==> config.mk <==
export PLATFORM = sky130hd
export DESIGN_NAME = glob_wildcard_matcher_unit
export DESIGN_NICKNAME = d
export VERILOG_FILES = /design/src/sv/gwm_pkg.sv /design/src/sv/gwm_cell.sv /design/src/sv/glob_wildcard_matcher_unit.sv
export SDC_FILE = /design/constraint.sdc
export NUM_CORES = 1
export LEC_CHECK = 0
export BUFFER_PORTS_ARGS = -buffer_cell sky130_fd_sc_hd__buf_2
export CAP_MARGIN = 20
export CORE_MARGIN = 3
export CORE_UTILIZATION = 60
export CTS_BUF_LIST = sky130_fd_sc_hd__clkbuf_8
export DETAILED_ROUTE_END_ITERATION = 10
export GPL_TIMING_DRIVEN = 0
export HOLD_SLACK_MARGIN = 0.15
export PLACE_DENSITY = 0.81
export SLEW_MARGIN = 20
export SYNTH_ARGS = -nofsm -noshare
export SYNTH_HDL_FRONTEND = slang
export SYNTH_HIERARCHICAL = 1
export SYNTH_SLANG_ARGS = --single-unit
==> constraint.sdc <==
create_clock -name i_clk -period 14.89 [get_ports i_clk]
set_input_delay 1.489 -clock i_clk [delete_from_list [all_inputs] [get_ports i_clk]]
set_output_delay 1.489 -clock i_clk [all_outputs]
set_load 0.01 [all_outputs]
==> src/sv/gwm_pkg.sv <==
// Shared types and constants for the glob wildcard matcher.
`default_nettype none

package gwm_pkg;

    // Request type codes; code 3 is unused and ignored.
    localparam logic [1:0] REQ_PATTERN = 2'd0;
    localparam logic [1:0] REQ_SUBJECT = 2'd1;
    localparam logic [1:0] REQ_END     = 2'd2;

    localparam logic [7:0] STAR_CODE  = 8'h2A;
    localparam logic [7:0] QUERY_CODE = 8'h3F;

    typedef struct packed {
        logic [1:0] req_type;
        logic [7:0] char_code;
        logic       pattern_first;
    } t_in_item;

    typedef struct packed {
        logic matched;
        logic pattern_overflow;
    } t_out_item;

    // Broadcast from the top level to every cell.
    typedef struct packed {
        logic       load;    // pattern item accepted
        logic       first;   // that pattern item starts a new pattern
        logic       step;    // subject item accepted
        logic       rearm;   // pattern or end-of-name item accepted
        logic [7:0] char_code;
    } t_cell_ctl;

endpackage

`default_nettype wire

==> src/sv/gwm_cell.sv <==
// One pattern position: stored character, in-pattern bit and pre-closure active bit.
`default_nettype none

module gwm_cell (
    input  wire                  i_clk,
    input  wire                  i_rst_n,
    input  wire gwm_pkg::t_cell_ctl i_ctl,
    input  wire                  i_head,        // tied high on position 0 only
    input  wire                  i_prev_valid,  // left neighbor holds a pattern char
    input  wire                  i_carry,       // star closure from the left
    input  wire                  i_adv,         // char match advancing from the left
    output logic                 o_valid,
    output logic                 o_carry,
    output logic                 o_adv,
    output logic                 o_end          // active and past the pattern end
);
    import gwm_pkg::*;

    logic       r_valid;
    logic       r_base;
    logic [7:0] r_char;
    logic       n_valid;
    logic       n_base;
    logic       w_act;
    logic       w_star;
    logic       w_write;

    assign w_star  = (r_char == STAR_CODE);
    assign w_act   = r_base | i_carry;

    assign o_valid = r_valid;
    assign o_carry = w_act & r_valid & w_star;
    assign o_adv   = w_act & r_valid & ~w_star &
                     ((r_char == QUERY_CODE) || (r_char == i_ctl.char_code));
    assign o_end   = w_act & ~r_valid;

    // A new pattern writes position 0; otherwise the first empty position takes it.
    assign w_write = i_ctl.load & (i_ctl.first ? i_head : (i_prev_valid & ~r_valid));

    always_comb begin
        n_valid = r_valid;
        if (i_ctl.load) begin
            n_valid = i_ctl.first ? i_head : (r_valid | i_prev_valid);
        end
        n_base = r_base;
        if (i_ctl.rearm) begin
            n_base = i_head;
        end else if (i_ctl.step) begin
            // a star keeps its own position; a match moves right
            n_base = o_carry | i_adv;
        end
    end

    always_ff @(posedge i_clk) begin
        if (!i_rst_n) begin
            r_valid <= 1'b0;
            r_base  <= i_head;
        end else begin
            r_valid <= n_valid;
            r_base  <= n_base;
        end
    end

    always_ff @(posedge i_clk) begin
        if (w_write) begin
            r_char <= i_ctl.char_code;
        end
    end

endmodule

`default_nettype wire

==> src/sv/glob_wildcard_matcher_unit.sv <==
// Top level of the glob wildcard matcher: cell row, end position and result queue.
`default_nettype none

// Streams name bytes against a glob pattern ('*' any run, '?' any one byte) held in a
// row of MAX_PATTERN cells, one pattern position per cell. Pattern, subject and
// end-of-name items may follow each other back to back while o_in_ready is high. The
// active positions advance through neighbor-to-neighbor links, and star closure ripples
// along the row like a carry chain, so the row length sets the critical path. End-of-
// name items produce one result each through an output register backed by one skid
// entry; input ready drops only while that skid entry is occupied. A pattern longer
// than MAX_PATTERN sets pattern_overflow and every match then reports 0.
module glob_wildcard_matcher_unit #(
    parameter int MAX_PATTERN = 32
) (
    input  wire                 i_clk,
    input  wire                 i_rst_n,
    input  wire                 i_in_valid,
    output logic                o_in_ready,
    input  wire gwm_pkg::t_in_item i_in_data,
    output logic                o_out_valid,
    input  wire                 i_out_ready,
    output gwm_pkg::t_out_item  o_out_data
);
    import gwm_pkg::*;

    t_cell_ctl              w_ctl;
    logic                   w_accept;
    logic                   w_produce;
    logic [MAX_PATTERN:0]   w_carry;
    logic [MAX_PATTERN:0]   w_adv;
    logic [MAX_PATTERN:0]   w_pvalid;
    logic [MAX_PATTERN-1:0] w_valid;
    logic [MAX_PATTERN-1:0] w_end;
    logic                   w_hit;
    t_out_item              w_result;

    logic                   r_base_end;
    logic                   n_base_end;
    logic                   r_ovf;
    logic                   n_ovf;
    logic                   r_out_valid;
    logic                   n_out_valid;
    t_out_item              r_out_data;
    t_out_item              n_out_data;
    logic                   r_skid_valid;
    logic                   n_skid_valid;
    t_out_item              r_skid_data;
    t_out_item              n_skid_data;

    assign o_in_ready = ~r_skid_valid;
    assign w_accept   = i_in_valid & o_in_ready;
    assign w_produce  = w_accept & (i_in_data.req_type == REQ_END);

    always_comb begin
        w_ctl.load      = w_accept & (i_in_data.req_type == REQ_PATTERN);
        w_ctl.first     = i_in_data.pattern_first;
        w_ctl.step      = w_accept & (i_in_data.req_type == REQ_SUBJECT);
        w_ctl.rearm     = w_accept & ((i_in_data.req_type == REQ_PATTERN) ||
                                      (i_in_data.req_type == REQ_END));
        w_ctl.char_code = i_in_data.char_code;
    end

    assign w_carry[0]  = 1'b0;
    assign w_adv[0]    = 1'b0;
    assign w_pvalid[0] = 1'b1;

    for (genvar k = 0; k < MAX_PATTERN; k++) begin : g_cell
        gwm_cell u_cell (
            .i_clk        (i_clk),
            .i_rst_n      (i_rst_n),
            .i_ctl        (w_ctl),
            .i_head       (k == 0),
            .i_prev_valid (w_pvalid[k]),
            .i_carry      (w_carry[k]),
            .i_adv        (w_adv[k]),
            .o_valid      (w_valid[k]),
            .o_carry      (w_carry[k+1]),
            .o_adv        (w_adv[k+1]),
            .o_end        (w_end[k])
        );
        assign w_pvalid[k+1] = w_valid[k];
    end

    // Active bits past the pattern end exist only at the end position itself.
    assign w_hit = (|w_end) | r_base_end | w_carry[MAX_PATTERN];

    assign w_result.matched          = w_hit & ~r_ovf;
    assign w_result.pattern_overflow = r_ovf;

    always_comb begin
        n_base_end = r_base_end;
        if (w_ctl.rearm) begin
            n_base_end = 1'b0;
        end else if (w_ctl.step) begin
            n_base_end = w_adv[MAX_PATTERN];
        end

        n_ovf = r_ovf;
        if (w_ctl.load) begin
            n_ovf = w_ctl.first ? 1'b0 : (r_ovf | w_pvalid[MAX_PATTERN]);
        end

        n_out_valid  = r_out_valid;
        n_out_data   = r_out_data;
        n_skid_valid = r_skid_valid;
        n_skid_data  = r_skid_data;
        if (!r_out_valid || i_out_ready) begin
            if (r_skid_valid) begin
                n_out_valid  = 1'b1;
                n_out_data   = r_skid_data;
                n_skid_valid = 1'b0;
            end else begin
                n_out_valid = w_produce;
                n_out_data  = w_result;
            end
        end else if (w_produce) begin
            n_skid_valid = 1'b1;
            n_skid_data  = w_result;
        end
    end

    always_ff @(posedge i_clk) begin
        if (!i_rst_n) begin
            r_base_end   <= 1'b0;
            r_ovf        <= 1'b0;
            r_out_valid  <= 1'b0;
            r_skid_valid <= 1'b0;
        end else begin
            r_base_end   <= n_base_end;
            r_ovf        <= n_ovf;
            r_out_valid  <= n_out_valid;
            r_skid_valid <= n_skid_valid;
        end
    end

    always_ff @(posedge i_clk) begin
        r_out_data  <= n_out_data;
        r_skid_data <= n_skid_data;
    end

    assign o_out_valid = r_out_valid;
    assign o_out_data  = r_out_data;

    a_ovf_full: assert property (@(posedge i_clk) disable iff (!i_rst_n)
        r_ovf |-> w_valid[MAX_PATTERN-1])
        else $error("overflow flagged with the pattern row not full");

    a_valid_prefix: assert property (@(posedge i_clk) disable iff (!i_rst_n)
        ((w_valid >> 1) & ~w_valid) == '0)
        else $error("pattern cells not a contiguous prefix");

    a_skid_order: assert property (@(posedge i_clk) disable iff (!i_rst_n)
        r_skid_valid |-> r_out_valid)
        else $error("skid entry held while output register empty");

    a_no_match_ovf: assert property (@(posedge i_clk) disable iff (!i_rst_n)
        o_out_valid |-> !(o_out_data.matched && o_out_data.pattern_overflow))
        else $error("match reported with pattern overflow");

endmodule

`default_nettype wire

Word level (Yosys, flattened, before mapping) --
Cells that the tools add are included.
Storage, ports and cells: bits of input ports 15, register bits after elaboration 328, logic and storage cells 701, bits in latches 0, bits in read-only memories 0, output and inout bits 4, memories 0, memory bits (writable) 0
Cells by class: div/mod/pow operators 0, shift operators 0, bitwise gates (word level) 393, $lt $le $gt $ge 0, reduce and logical (&&, ||, !) cells 40, equal/unequal tests 98, muxes and demuxes 66, multiply operators 0, add/subtract/negate cells 0
Operators with widths (count):
- $eq A8 B6 Y1 const B | 64
- $eq A8 B8 Y1 | 32
- $and A1 B1 Y1 | 229
- $or A1 B1 Y1 | 96
- $not A1 Y1 | 68
- $mux W1 | 65
- $logic_or A1 B1 Y1 | 34
- $reduce_or A32 Y1 | 1
- $reduce_or A2 Y1 | 2
- $eq A2 B1 Y1 const B | 1
- $eq A2 B2 Y1 const B | 1
- $logic_not A2 Y1 | 1
- $mux W2 | 1
- $reduce_and A2 Y1 | 1
- $logic_not A1 Y1 | 1

Logic depth before layout (Yosys ltp) --
depth after elaboration 99, mapped depth 69, depth with buffers taken out 69

Hierarchy --
Netlist, hierarchy kept.
By module, submodules not included:
- gwm_cell | instances 32, seq. area each 290.3 um^2, cells an instance 45, area each 549.3 um^2
- glob_wildcard_matcher_unit | instances 1, seq. area each 200.2 um^2, cells an instance 43, area each 417.9 um^2

Least setup slack after synthesis --
Ideal clock, no wire load.
path kind register to register, from register g_cell[0].u_cell.r_base, to register r_out_data (netlist bit o_out_data[1]) (data pin), arrival time 14.690 ns, period minus slack after synthesis 14.954 ns, data required time 14.626 ns, cell stages (with the launch flop) 69, path slack -0.064 ns, path through edfxtp_1 > o21ai_0 > nor3b_2 > o21ai_0 > nor3b_2 > o21ai_0 > nor3b_2 > o21ai_0 > nor3b_2 > o21ai_0 > nor3b_2 > o21ai_0 > nor3b_2 > o21ai_0 > nor3b_2 > o21ai_0 > nor3b_2 > o21ai_0 > [33 not listed] > o21ai_0 > nor3b_2 > o21ai_0 > nor3b_2 > o21ai_0 > nor3b_2 > o21ai_0 > nor3b_2 > o21ai_0 > nor3b_2 > o21ai_0 > nor3b_2 > o21ai_0 > nor3b_2 > nor4_1 > nand4_1 > nor3_1 > o31ai_1
Between the ends: elaborated cells between the ends (all ways) 132, classes of those cells 1 x mux; 130 x bitwise; 1 x reduce/logical
RTL lines:
- start: declaration | RTL line gwm_cell.sv:20 | logic r_base;
- start signal: assignment | RTL line gwm_cell.sv:57 | r_base <= i_head;
- start signal: assignment | RTL line gwm_cell.sv:60 | r_base <= n_base;
- $and A1 B1 Y1 (2 in a row) | RTL line gwm_cell.sv:32 | assign o_carry = w_act & r_valid & w_star;
- net w_carry[1] | RTL line glob_wildcard_matcher_unit.sv:29 | logic [MAX_PATTERN:0] w_carry;
- $or A1 B1 Y1 | RTL line gwm_cell.sv:29 | assign w_act = r_base | i_carry;
- $and A1 B1 Y1 (2 in a row) | RTL line gwm_cell.sv:32
- net w_carry[2] | RTL line glob_wildcard_matcher_unit.sv:29
- $or A1 B1 Y1 | RTL line gwm_cell.sv:29
- $and A1 B1 Y1 (2 in a row) | RTL line gwm_cell.sv:32
- net w_carry[3] | RTL line glob_wildcard_matcher_unit.sv:29
- [3 not listed]
- net w_carry[4] | RTL line glob_wildcard_matcher_unit.sv:29
- [3 not listed]
- net w_carry[5] | RTL line glob_wildcard_matcher_unit.sv:29
- [3 not listed]
- net w_carry[6] | RTL line glob_wildcard_matcher_unit.sv:29
- [3 not listed]
- net w_carry[7] | RTL line glob_wildcard_matcher_unit.sv:29
- [3 not listed]
- net w_carry[8] | RTL line glob_wildcard_matcher_unit.sv:29
- [3 not listed]
- net w_carry[9] | RTL line glob_wildcard_matcher_unit.sv:29
- [3 not listed]
- net w_carry[10] | RTL line glob_wildcard_matcher_unit.sv:29
- [3 not listed]
- net w_carry[11] | RTL line glob_wildcard_matcher_unit.sv:29
- [3 not listed]
- net w_carry[12] | RTL line glob_wildcard_matcher_unit.sv:29
- [3 not listed]
- net w_carry[13] | RTL line glob_wildcard_matcher_unit.sv:29
- [3 not listed]
- net w_carry[14] | RTL line glob_wildcard_matcher_unit.sv:29
- [3 not listed]
- net w_carry[15] | RTL line glob_wildcard_matcher_unit.sv:29
- [3 not listed]
- net w_carry[16] | RTL line glob_wildcard_matcher_unit.sv:29
- [3 not listed]
- net w_carry[17] | RTL line glob_wildcard_matcher_unit.sv:29
- [3 not listed]
- net w_carry[18] | RTL line glob_wildcard_matcher_unit.sv:29
- [3 not listed]
- net w_carry[19] | RTL line glob_wildcard_matcher_unit.sv:29
- [3 not listed]
- net w_carry[20] | RTL line glob_wildcard_matcher_unit.sv:29
- [3 not listed]
- net w_carry[21] | RTL line glob_wildcard_matcher_unit.sv:29
- [3 not listed]
- net w_carry[22] | RTL line glob_wildcard_matcher_unit.sv:29
- [3 not listed]
- net w_carry[23] | RTL line glob_wildcard_matcher_unit.sv:29
- [3 not listed]
- net w_carry[24] | RTL line glob_wildcard_matcher_unit.sv:29
- [3 not listed]
- net w_carry[25] | RTL line glob_wildcard_matcher_unit.sv:29
- [3 not listed]
- net w_carry[26] | RTL line glob_wildcard_matcher_unit.sv:29
- [3 not listed]
- net w_carry[27] | RTL line glob_wildcard_matcher_unit.sv:29
- [3 not listed]
- net w_carry[28] | RTL line glob_wildcard_matcher_unit.sv:29
- [3 not listed]
- net w_carry[29] | RTL line glob_wildcard_matcher_unit.sv:29
- [3 not listed]
- net w_carry[30] | RTL line glob_wildcard_matcher_unit.sv:29
- [1 not listed]
- $and A1 B1 Y1 (2 in a row) | RTL line gwm_cell.sv:32
- net w_carry[31] | RTL line glob_wildcard_matcher_unit.sv:29
- $or A1 B1 Y1 | RTL line gwm_cell.sv:29
- $and A1 B1 Y1 (2 in a row) | RTL line gwm_cell.sv:32
- net w_carry[32] | RTL line glob_wildcard_matcher_unit.sv:29
- $or A1 B1 Y1 | RTL line glob_wildcard_matcher_unit.sv:85 | assign w_hit = (|w_end) | r_base_end | w_carry[MAX_PATTERN];
- $and A1 B1 Y1 | RTL line glob_wildcard_matcher_unit.sv:87 | assign w_result.matched = w_hit & ~r_ovf;
- $mux W2 | RTL line glob_wildcard_matcher_unit.sv:108 | if (r_skid_valid) begin
- end signal: assignment | RTL line glob_wildcard_matcher_unit.sv:137 | r_out_data <= n_out_data;
- end: declaration | RTL line glob_wildcard_matcher_unit.sv:43 | t_out_item r_out_data;
The timed path passes the listed nets, and every way through them passes these cells. A chain may end at the register's enable or synchronous reset.

Final worst setup path --
from register g_cell[0].u_cell.r_char[2], to register r_out_data (netlist bit o_out_data[1]) (data pin)
Between the ends: elaborated cells between the ends (all ways) 131, classes of those cells 1 x eq/ne; 1 x mux; 128 x bitwise; 1 x reduce/logical
RTL lines:
- start: declaration | RTL line gwm_cell.sv:21 | logic [7:0] r_char;
- start signal: assignment | RTL line gwm_cell.sv:66 | r_char <= i_ctl.char_code;
- $eq A8 B6 Y1 | RTL line gwm_cell.sv:28 | assign w_star = (r_char == STAR_CODE);
- $and A1 B1 Y1 | RTL line gwm_cell.sv:32
- net w_carry[1] | RTL line glob_wildcard_matcher_unit.sv:29
- $or A1 B1 Y1 | RTL line gwm_cell.sv:29
- $and A1 B1 Y1 (2 in a row) | RTL line gwm_cell.sv:32
- net w_carry[2] | RTL line glob_wildcard_matcher_unit.sv:29
- $or A1 B1 Y1 | RTL line gwm_cell.sv:29
- $and A1 B1 Y1 (2 in a row) | RTL line gwm_cell.sv:32
- net w_carry[3] | RTL line glob_wildcard_matcher_unit.sv:29
- [3 not listed]
- net w_carry[4] | RTL line glob_wildcard_matcher_unit.sv:29
- [3 not listed]
- net w_carry[5] | RTL line glob_wildcard_matcher_unit.sv:29
- [3 not listed]
- net w_carry[6] | RTL line glob_wildcard_matcher_unit.sv:29
- [3 not listed]
- net w_carry[7] | RTL line glob_wildcard_matcher_unit.sv:29
- [3 not listed]
- net w_carry[8] | RTL line glob_wildcard_matcher_unit.sv:29
- [3 not listed]
- net w_carry[9] | RTL line glob_wildcard_matcher_unit.sv:29
- [3 not listed]
- net w_carry[10] | RTL line glob_wildcard_matcher_unit.sv:29
- [3 not listed]
- net w_carry[11] | RTL line glob_wildcard_matcher_unit.sv:29
- [3 not listed]
- net w_carry[12] | RTL line glob_wildcard_matcher_unit.sv:29
- [3 not listed]
- net w_carry[13] | RTL line glob_wildcard_matcher_unit.sv:29
- [3 not listed]
- net w_carry[14] | RTL line glob_wildcard_matcher_unit.sv:29
- [3 not listed]
- net w_carry[15] | RTL line glob_wildcard_matcher_unit.sv:29
- [3 not listed]
- net w_carry[16] | RTL line glob_wildcard_matcher_unit.sv:29
- [3 not listed]
- net w_carry[17] | RTL line glob_wildcard_matcher_unit.sv:29
- [3 not listed]
- net w_carry[18] | RTL line glob_wildcard_matcher_unit.sv:29
- [3 not listed]
- net w_carry[19] | RTL line glob_wildcard_matcher_unit.sv:29
- [3 not listed]
- net w_carry[20] | RTL line glob_wildcard_matcher_unit.sv:29
- [3 not listed]
- net w_carry[21] | RTL line glob_wildcard_matcher_unit.sv:29
- [3 not listed]
- net w_carry[22] | RTL line glob_wildcard_matcher_unit.sv:29
- [3 not listed]
- net w_carry[23] | RTL line glob_wildcard_matcher_unit.sv:29
- [3 not listed]
- net w_carry[24] | RTL line glob_wildcard_matcher_unit.sv:29
- [3 not listed]
- net w_carry[25] | RTL line glob_wildcard_matcher_unit.sv:29
- [3 not listed]
- net w_carry[26] | RTL line glob_wildcard_matcher_unit.sv:29
- [3 not listed]
- net w_carry[27] | RTL line glob_wildcard_matcher_unit.sv:29
- [3 not listed]
- net w_carry[28] | RTL line glob_wildcard_matcher_unit.sv:29
- [3 not listed]
- net w_carry[29] | RTL line glob_wildcard_matcher_unit.sv:29
- [3 not listed]
- net w_carry[30] | RTL line glob_wildcard_matcher_unit.sv:29
- [1 not listed]
- $and A1 B1 Y1 (2 in a row) | RTL line gwm_cell.sv:32
- net w_carry[31] | RTL line glob_wildcard_matcher_unit.sv:29
- $or A1 B1 Y1 | RTL line gwm_cell.sv:29
- $and A1 B1 Y1 (2 in a row) | RTL line gwm_cell.sv:32
- net w_carry[32] | RTL line glob_wildcard_matcher_unit.sv:29
- $or A1 B1 Y1 | RTL line glob_wildcard_matcher_unit.sv:85
- $and A1 B1 Y1 | RTL line glob_wildcard_matcher_unit.sv:87
- $mux W2 | RTL line glob_wildcard_matcher_unit.sv:108
The timed path passes the listed nets, and every way through them passes these cells.

==> impl_metrics.csv <==
group,metric,value,unit
run_status,outcome,"complete, no violations",
routing,wl,38600,um
routing,dr.pass1.iters,6,
clocking,h-tree-depth,2,
floorplan,fp.dieH,179,um
timing,max_freq,72.2,MHz
timing,period_needed,13850,ps
critical_path,reg2reg_from,"g_cell[0].u_cell/r_char[2]",
clocking,clk_pin_slew,60,ps
power,powerDensity,94.5,mW/mm^2
critical_path,r2r-end,"o_out_data[1]",
timing,setup_ws,1040,ps
clocking,cts_tree,"done",
global_routing,grt_usage,24.2,%
critical_path,crit_path_start_kind,"register",
critical_path,crit_slowest_cell,"edfxtp_1",
layout,final_cell_mix,"292 x edfxtp_1, 256 x xor2_1, 101 x conb_1",
timing,setup-violations-final,0,
critical_path,worstRegToRegCells,69,
clocking,numCtsBuffers,51,
timing,worst_clock_skew,36.5,ps
yosys,synth_cell_type_count,35,
floorplan,fp-row-count,62,
floorplan,start_util,61.7,%
yosys,syn-instance-count,1483,
critical_path,endpoint_kind,"register",
routing,ant_nets,0,
routing,first_iter_violations,861,
global_routing,first_global_vias,12600,
layout,layout-drive-gt1-share,23.3,%
critical_path,timing.critical_path.mode_cell,"nor3b_2",
critical_path,ff2ff_setup_slack,1040,ps
layout,insertedDiodeCount,0,
place,place_ws,-3890,ps
timing,fin_setup_tns,0,ps
place,io_buffers,18,
critical_path,cp.arrival,14220,ps
power,p_total,1960,uW
layout,final_common_cell,"edfxtp_1",
timing,finalMaxSlewViolations,0,
place,gp_congestion,0.784,
routing,via_per_inst,5.72,
global_routing,grt_pass1_wl,62000,um
routing,vias,12300,
timing,slew_headroom,41.0,%
critical_path,crit_path_start,"g_cell[0].u_cell/r_char[2]",
yosys,syn_avg_cell_area,12.1,um^2
critical_path,required,15260,ps
yosys,synth_top_family_by_area,"simple AND/OR/NAND/NOR gates",
flow_run,drv_cap,0,
clocking,worstSkewPairLatency,580,ps
critical_path,crit_path_end,"o_out_data[1]",
critical_path,crit_fanout,3,
yosys,netlist_area,0.0180,mm^2
yosys,synth-simple-area-share,23.6,%
global_routing,grt_overflow,0,
yosys,synth_warnings,6,
layout,nets,1735,
yosys,synth_compound_area_share,9.76,%
yosys,synth_mux_area_share,0.0626,%
clocking,cts_root_buffer,"clkbuf_8",
floorplan,die_w,179,um
yosys,synth-seq-cells,328,
place,hpwlAfterDp,24900,um
clocking,cts_buffer_depth,3,
yosys,synth-xor-area-share,12.5,%
critical_path,critPathMaxStageDelay,440,ps
routing,drc_errors,0,
clocking,cts.sinks,328,
timing,whs,511,ps
yosys,synth_adder_area_share,0,%
global_routing,grt_max_degree,87,
global_routing,antenna_found_initial,0,
layout,area_growth,15.1,%
floorplan,ios,19,
routing,wl_per_cell,18.0,um
hold_path,hp-class,"reg2reg",
floorplan,dieArea,0.0321,mm^2
power,power.leakage,0.00690,uW
critical_path,path_class,"reg2reg",
floorplan,core,0.0292,mm^2
yosys,yosysSeqAreaShare,52.7,%
power,ir_worst_vdd,99.7,uV
timing,hold_viol_final,0,
timing,worstMarginPinSlew,883,ps
timing,min_period_over_period,93.0,%
clocking,hold_buffers,0,
registers in the layout, summed over array words and instances (netlist names), 2 cells and up:
register,count
g_cell.u_cell/r_base,32
o_out_data,2
g_cell.u_cell/r_char,256
g_cell.u_cell/o_valid,32
r_skid_data,2
worst min-delay path by stage:
stage / depth (start not counted) / startpoint / to
floorplan: 2 / g_cell[31].u_cell/o_valid / g_cell[31].u_cell/o_valid
global placement: 2 / g_cell[16].u_cell/o_valid / g_cell[16].u_cell/o_valid
detailed placement: 2 / g_cell[29].u_cell/o_valid / g_cell[29].u_cell/o_valid
CTS: 2 / g_cell[31].u_cell/o_valid / g_cell[31].u_cell/o_valid
global route: 2 / g_cell[31].u_cell/o_valid / g_cell[31].u_cell/o_valid
finish: 2 / g_cell[27].u_cell/o_valid / g_cell[27].u_cell/o_valid
final cells by class:
type	instances	area, um^2
Inverter	66	248
Multi-Input combinational cell	1188	8740
Clock buffer	60	826
Clock inverter	34	195
Timing Repair Buffer	85	734
Sequential cell	328	9490
Tap cell	384	480
Fill cell	2022	8450
logic make-up (layout without fill, tap and decap cells):
| kind of cell | after synthesis | after routing |
|---|---|---|
| AOI/OAI and AO/OA | 229 | 229 |
| xor gates and xnor gates | 256 | 256 |
| DFF | 328 | 328 |
| muxes | 1 | 1 |
| and+or+nand+nor | 601 | 601 |
| other | 2 | 101 |
| buffers and inverters | 66 | 245 |
Yosys cell counts:
cell type  instances  area, um^2
o21ai_0           64         320
dfxtp_1           36         721
nand2_1           68         255
a21oi_1           65         325
a21boi_1           1        7.51
nor3b_1           33         248
edfxtp_1         292        8770
nor2_1            99         372
conb_1             2        7.51
nor4_2            64         801
o31a_1            32         280
nand4_1            2        12.5
nor2b_1           32         200
mux2_2             1        11.3
a31oi_1            1        6.26
or3b_1             1        8.76
nor4b_2           32         480
nor4_1             7        43.8
o31ai_1            1        7.51
nand3b_1          32         240
nor3b_2           32         400
or2_2             64         400
nand2b_1          65         407
nor4b_1            2        17.5
and3_4             1        11.3
nor3_1            33         165
or4_1              1        7.51
a21boi_0           1        7.51
a32oi_1           32         280
o32ai_2           32         521
xor2_1           256        2240
inv_2              1        3.75
nand3_1           32         160
and4b_2            1        11.3
inv_1             65         244
power breakdown:
group | total (uW) | switching (uW) | internal (uW)
Sequential | 1050 | 19.0 | 1030
Clock | 740 | 339 | 401
Combinational | 171 | 110 | 61.4
through the flow:
stage | util, % | std cells | cell area (um^2)
4_1_cts | 70.4 | 2134 | 20500
3_3_place_gp | 64.9 | 1984 | 18900
5_1_grt | 71.0 | 2145 | 20700
2_1_floorplan | - | 1582 | 18400
6_report | 71.0 | 2145 | 20700
3_5_place_dp | 66.1 | 2008 | 19300
critical path: cells and delay by family (launching register included):
| kind | cells | cell delay (ps) |
|---|---|---|
| AOI/OAI and AO/OA | 32 | 4370 |
| and+or+nand+nor | 36 | 8690 |
| buffers and inverters | 1 | 150 |
| DFF | 1 | 440 |
layer usage:
metal	global-route usage [%]	wire [um]	part of all wire, %	up-vias
li1	-	-	-	5893
met3	3.56	1710	4.4	73
met2	41.7	19200	50	290
met1	31.6	16900	44	6020
met5	0	0	0	-
met4	7.60	798	2.1	0
what timing repair did:
action	in CTS	in global routing
cloned	0	0
setup buffers	32	11
endpoints found under the setup margin	10	6
pin swaps	30	29
gates resized for setup	32	24
(Power assumes the default switching activity.)
